==> src/hw/rtl/hmbr_pkg.sv <==
`default_nettype none

package hmbr_pkg;

    // store depths
    localparam int VIDEO_BYTES  = 8192;
    localparam int WORK_BYTES   = 8192;
    localparam int OBJECT_BYTES = 160;

    // bus map section bases
    localparam logic [15:0] VIDEO_BASE    = 16'h8000;
    localparam logic [15:0] CART_RAM_BASE = 16'hA000;
    localparam logic [15:0] WORK_BASE     = 16'hC000;
    localparam logic [15:0] ECHO_BASE     = 16'hE000;
    localparam logic [15:0] OBJECT_BASE   = 16'hFE00;
    localparam logic [15:0] IO_BASE       = 16'hFF00;
    localparam logic [15:0] BANK_SPAN     = 16'h2000;
    localparam logic [7:0]  BLOCKED_BYTE  = 8'hFF;

    // route codes
    typedef enum logic [2:0] {
        ROUTE_ROM      = 3'd0,
        ROUTE_CART_RAM = 3'd1,
        ROUTE_IO       = 3'd2,
        ROUTE_STORE    = 3'd3,
        ROUTE_DMA      = 3'd4,
        ROUTE_BLOCKED  = 3'd5
    } t_route;

    // where the result byte comes from
    typedef enum logic [1:0] {
        SRC_FIXED  = 2'd0,
        SRC_VIDEO  = 2'd1,
        SRC_WORK   = 2'd2,
        SRC_OBJECT = 2'd3
    } t_src;

    typedef enum logic [1:0] {
        ST_CLEAR  = 2'd0,
        ST_IDLE   = 2'd1,
        ST_LOOKUP = 2'd2
    } t_state;

    // controller to datapath
    typedef struct packed {
        logic clear;
        logic accept;
        logic load;
    } t_cmd;

    // datapath to controller
    typedef struct packed {
        logic clear_done;
        logic out_free;
    } t_status;

endpackage

`default_nettype wire

==> src/hw/rtl/hmbr_ctrl.sv <==
`default_nettype none

module hmbr_ctrl (
    input  wire logic             i_clk,
    input  wire logic             i_rst_n,
    input  wire logic             i_in_valid,
    output logic                  o_in_ready,
    input  wire hmbr_pkg::t_status i_status,
    output hmbr_pkg::t_cmd        o_cmd
);

    hmbr_pkg::t_state r_state;
    hmbr_pkg::t_state n_state;

    always_ff @(posedge i_clk) begin
        if (!i_rst_n) begin
            r_state <= hmbr_pkg::ST_CLEAR;
        end else begin
            r_state <= n_state;
        end
    end

    always_comb begin
        n_state = r_state;
        unique case (r_state)
            hmbr_pkg::ST_CLEAR: begin
                if (i_status.clear_done) n_state = hmbr_pkg::ST_IDLE;
            end
            hmbr_pkg::ST_IDLE: begin
                if (i_in_valid) n_state = hmbr_pkg::ST_LOOKUP;
            end
            hmbr_pkg::ST_LOOKUP: begin
                if (i_status.out_free) n_state = hmbr_pkg::ST_IDLE;
            end
            default: n_state = hmbr_pkg::ST_CLEAR;
        endcase
    end

    always_comb begin
        o_cmd      = '0;
        o_in_ready = 1'b0;
        unique case (r_state)
            hmbr_pkg::ST_CLEAR: begin
                o_cmd.clear = 1'b1;
            end
            hmbr_pkg::ST_IDLE: begin
                o_in_ready   = 1'b1;
                o_cmd.accept = i_in_valid;
            end
            hmbr_pkg::ST_LOOKUP: begin
                o_cmd.load = i_status.out_free;
            end
            default: begin
                o_cmd = '0;
            end
        endcase
    end

    a_no_ready_in_clear: assert property (@(posedge i_clk) disable iff (!i_rst_n)
        (r_state == hmbr_pkg::ST_CLEAR) |-> !o_in_ready)
        else $error("input ready during store clear");

    a_accept_to_lookup: assert property (@(posedge i_clk) disable iff (!i_rst_n)
        o_cmd.accept |=> (r_state == hmbr_pkg::ST_LOOKUP))
        else $error("accepted access did not enter lookup");

    a_load_to_idle: assert property (@(posedge i_clk) disable iff (!i_rst_n)
        o_cmd.load |=> (r_state == hmbr_pkg::ST_IDLE))
        else $error("result load did not return to idle");

endmodule

`default_nettype wire

==> config.mk <==
export PLATFORM = sky130hd
export DESIGN_NAME = hmbr_ctrl
export DESIGN_NICKNAME = d
export VERILOG_FILES = /design/src/hw/rtl/hmbr_pkg.sv /design/src/hw/rtl/hmbr_ctrl.sv
export SDC_FILE = /design/constraint.sdc
export NUM_CORES = 1
export LEC_CHECK = 0
export BUFFER_PORTS_ARGS = -buffer_cell sky130_fd_sc_hd__buf_2
export CAP_MARGIN = 20
export CORE_AREA = 3 3 40 42
export CTS_BUF_LIST = sky130_fd_sc_hd__clkbuf_8
export CTS_CLUSTER_SIZE = 20
export DETAILED_ROUTE_END_ITERATION = 7
export DIE_AREA = 0 0 43 45
export PLACE_DENSITY_LB_ADDON = 0.1
export SYNTH_ARGS = -nofsm -noshare
export SYNTH_HDL_FRONTEND = slang
export SYNTH_SLANG_ARGS = --single-unit
==> constraint.sdc <==
create_clock -name i_clk -period 1.22 [get_ports i_clk]
set_input_delay 0.244 -clock i_clk [delete_from_list [all_inputs] [get_ports i_clk]]
set_output_delay 0.244 -clock i_clk [all_outputs]
set_load 0.03 [all_outputs]
Word-level counts from Yosys, hierarchy flattened
Index checks and enable logic that the tools add are counted.
{"block": "word_totals", "ff_bits": 2, "in_bits": 5, "output_inout_bits": 4, "elab_cells": 16}
{"block": "op_classes", "n_eq_ne": 5, "muxes": 8, "n_reduce_logical": 2}
{"op": "2-bit 2-to-1 mux", "count": 3}
{"op": "2-bit != test, second input constant", "count": 3}
{"op": "2-bit case mux with 3 select lines", "count": 1}
{"op": "1-bit 2-to-1 mux", "count": 4}
{"op": "3-bit AND reduction", "count": 1}
{"op": "2-bit by 1-bit equality test with 1-bit output, second input constant", "count": 1}
{"op": "2-bit equality test, second input constant", "count": 1}
{"op": "2-bit zero test", "count": 1}

Depth between registers and ports, before layout
{"block": "depth", "depth_word": 3, "ltp_mapped": 3, "mapped_depth_nobuf": 3}

Least setup slack after synthesis
No wires, ideal clock.
{"block": "synth_timing", "path_type": "register to output", "startpoint": "register r_state[1]", "endpoint": "output port o_cmd[0] (netlist bit)", "arrival_time_ps": 1135, "required_ps": 976, "slack_ps": -159, "path_stages_with_launch": 2, "n_path_buf": 0, "cell_sequence": "dfxtp_1 -> nor3b_1"}
{"element": "start, declared", "line": "hmbr_ctrl.sv:12", "source": "hmbr_pkg::t_state r_state;"}
{"element": "start signal, assigned", "line": "hmbr_ctrl.sv:17", "source": "r_state <= hmbr_pkg::ST_CLEAR;"}
{"element": "start signal, assigned", "line": "hmbr_ctrl.sv:19", "source": "r_state <= n_state;"}
{"element": "end, declared", "line": "hmbr_ctrl.sv:9", "source": "output hmbr_pkg::t_cmd o_cmd"}

==> results.json <==
{
  "nNetsFinal": 31,
  "slowest_delay_ps": 370,
  "ctsHoldBuffers": 0,
  "clock_skew_ps": 0.970,
  "cts_buffers": 3,
  "end_kind": "primary output",
  "powerDensity_nw_per_um2": 1790,
  "dieArea_um2": 1940,
  "syn2layout_area_growth_pct": 111,
  "crit_slowest_cell": "dfxtp_4",
  "top_register": "r_state",
  "arrival_ps": 930,
  "grt_use_total_pct": 3.99,
  "synthCells": 13,
  "wl_per_cell_um": 8.97,
  "htreeDepth": 1,
  "largest_registers": "r_state: 2 flops",
  "vias": 131,
  "ant_nets": 0,
  "antenna_found_initial": 0,
  "clk_path_buf_depth": 2,
  "worstHoldStart": "i_rst_n",
  "fp.dieH_um": 45,
  "final.setup.tns_ps": 0,
  "avgSynthCellArea_um2": 8.18,
  "vdd_drop_max_uv": 568,
  "fin_crit_sh_pct": 96.6,
  "wirelength_um": 350,
  "grt_remaining_overflow": 0,
  "synth_ff_type": "dfxtp_1",
  "yosys.cell_types.count": 9,
  "path_max_fanout": 7,
  "placed_cells": 36,
  "drive_gt1_share_pct": 62.5,
  "critPathTopFamily": "flip-flops",
  "final_max_slew_viol_count": 0,
  "critPathLaunchType": "register",
  "clock_sinks": 2,
  "crit_start": "r_state[0]",
  "fmax_mhz": 849,
  "initial_utilization_pct": 8.28,
  "via_per_inst": 3.36,
  "hold_viol_final": 0,
  "drcViolationCount": 0,
  "dr.pass1.iters": 4,
  "grt_max_degree": 8,
  "status": "finished clean",
  "worst_pin_slew_ps": 189,
  "path_cells": "nand2_1, nor2_2, buf_4",
  "synth_edf_count": 0,
  "yosys-top-cells-area": "dfxtp_1, nor3b_1, o21a_1",
  "relSlewSlack_pct": 87.3,
  "rsz0062_at_grt": "false",
  "async_reset_ff_share_pct": 0,
  "largest_register_ff_count": 2,
  "post-synth-top-area-fraction_pct": 37.6,
  "antenna_cells": 0,
  "ys_ff_latch": 2,
  "timing.rr.start": "r_state[0]",
  "ios": 9,
  "first_global_vias": 129,
  "p_total_uw": 401,
  "crit_type": "register to primary output",
  "hold_ws_ps": 259,
  "seq_area_um2": 45.0,
  "grt_pass1_wl_um": 496,
  "routabilityCongestion": 0.672,
  "nFillCells": 145,
  "place.detailed.hpwl_um": 260,
  "synth.largest_area_cell": "dfxtp_1",
  "setup_viol": 0,
  "yosys-top-cells-count": "dfxtp_1, nor2_1, nor3b_1, o21a_1",
  "num_rows": 13,
  "synth_nets": 18,
  "hp-class": "input pin to register",
  "maxCapViolations": 0,
  "cts_root_buf": "clkbuf_8",
  "syn-cell-area_um2": 106,
  "clk_latency_ps": 210,
  "core_um2": 1280,
  "path_buf_inv": 1,
  "final_cells": 39,
  "period_minus_slack_ps": 1180,
  "required_ps": 980,
  "p_leak_uw": 0.000108,
  "drt_iter0_markers": 7,
  "clk_pin_slew_ps": 30,
  "multi_input_area_um2": 70.1,
  "yosys_warnings": 0,
  "cts_tree": "built",
  "finish.utilization_pct": 17.4,
  "synth-seq-area-share_pct": 37.6,
  "port_buffers": 8,
  "die_w_um": 43
}
routing by layer:
layer,track usage [%],vias up,share of wire (%)
li1,-,67,-
met1,4.32,56,43
met2,3.89,8,42
met3,4.38,0,15
met4,3.61,0,0
met5,0,-,0
layout make-up:
cell class	count	area share [%]
tap	15	8.38
clock buffer	3	18.4
inverter	1	1.68
sequential	2	20.1
timing repair buffer	8	20.1
multi-input combinational	10	31.3
report_power, final:
| part | switching, µW | leakage, µW | internal [µW] |
|---|---|---|---|
| Clock | 47.7 | 0.0000216 | 208 |
| Sequential | 9.90 | 0.0000175 | 72.3 |
| Combinational | 37.4 | 0.0000692 | 25.3 |
worst paths after layout:
check               end  slack, ps  cells past startpoint
max reg2reg  r_state[0]        360                      3
min reg2reg  r_state[0]        570                      1
min          r_state[1]        260                      2
max            o_cmd[1]         40                      3
logic make-up after synthesis:
logic type	count (synthesis)	share of synthesized area [%]
compound gates	4	28.2
buf+inv	1	3.53
flops	2	37.6
simple gates	6	30.6
placed cells by master (no fill, tap or decap):
cell type	netlist	routed
nor3b_1	2	1
nor2_1	2	1
nor2b_1	1	1
dfxtp_4	0	1
o211a_1	1	1
nand2_1	1	1
buf_2	0	6
buf_4	0	2
inv_1	1	1
clkbuf_8	0	3
o21ai_0	1	1
nor2_2	0	1
nor3b_2	0	1
dfxtp_2	0	1
o21a_1	2	2
stage by stage:
| step | cell area [µm²] | setup slack (ps) |
|---|---|---|
| after floorplan | 111 | 45.7 |
| after global placement | 170 | 101 |
| after detailed placement | 170 | 84.4 |
| after CTS | 219 | 7.86 |
| after global routing | 224 | 12.5 |
| final | 224 | 41.5 |
repair_timing:
action / in CTS / in global routing
resized for setup: 4 / 3
buffers inserted: 0 / 0
endpoints found under the setup margin: 3 / 2
Note: power is estimated with default switching activity, not from simulation.
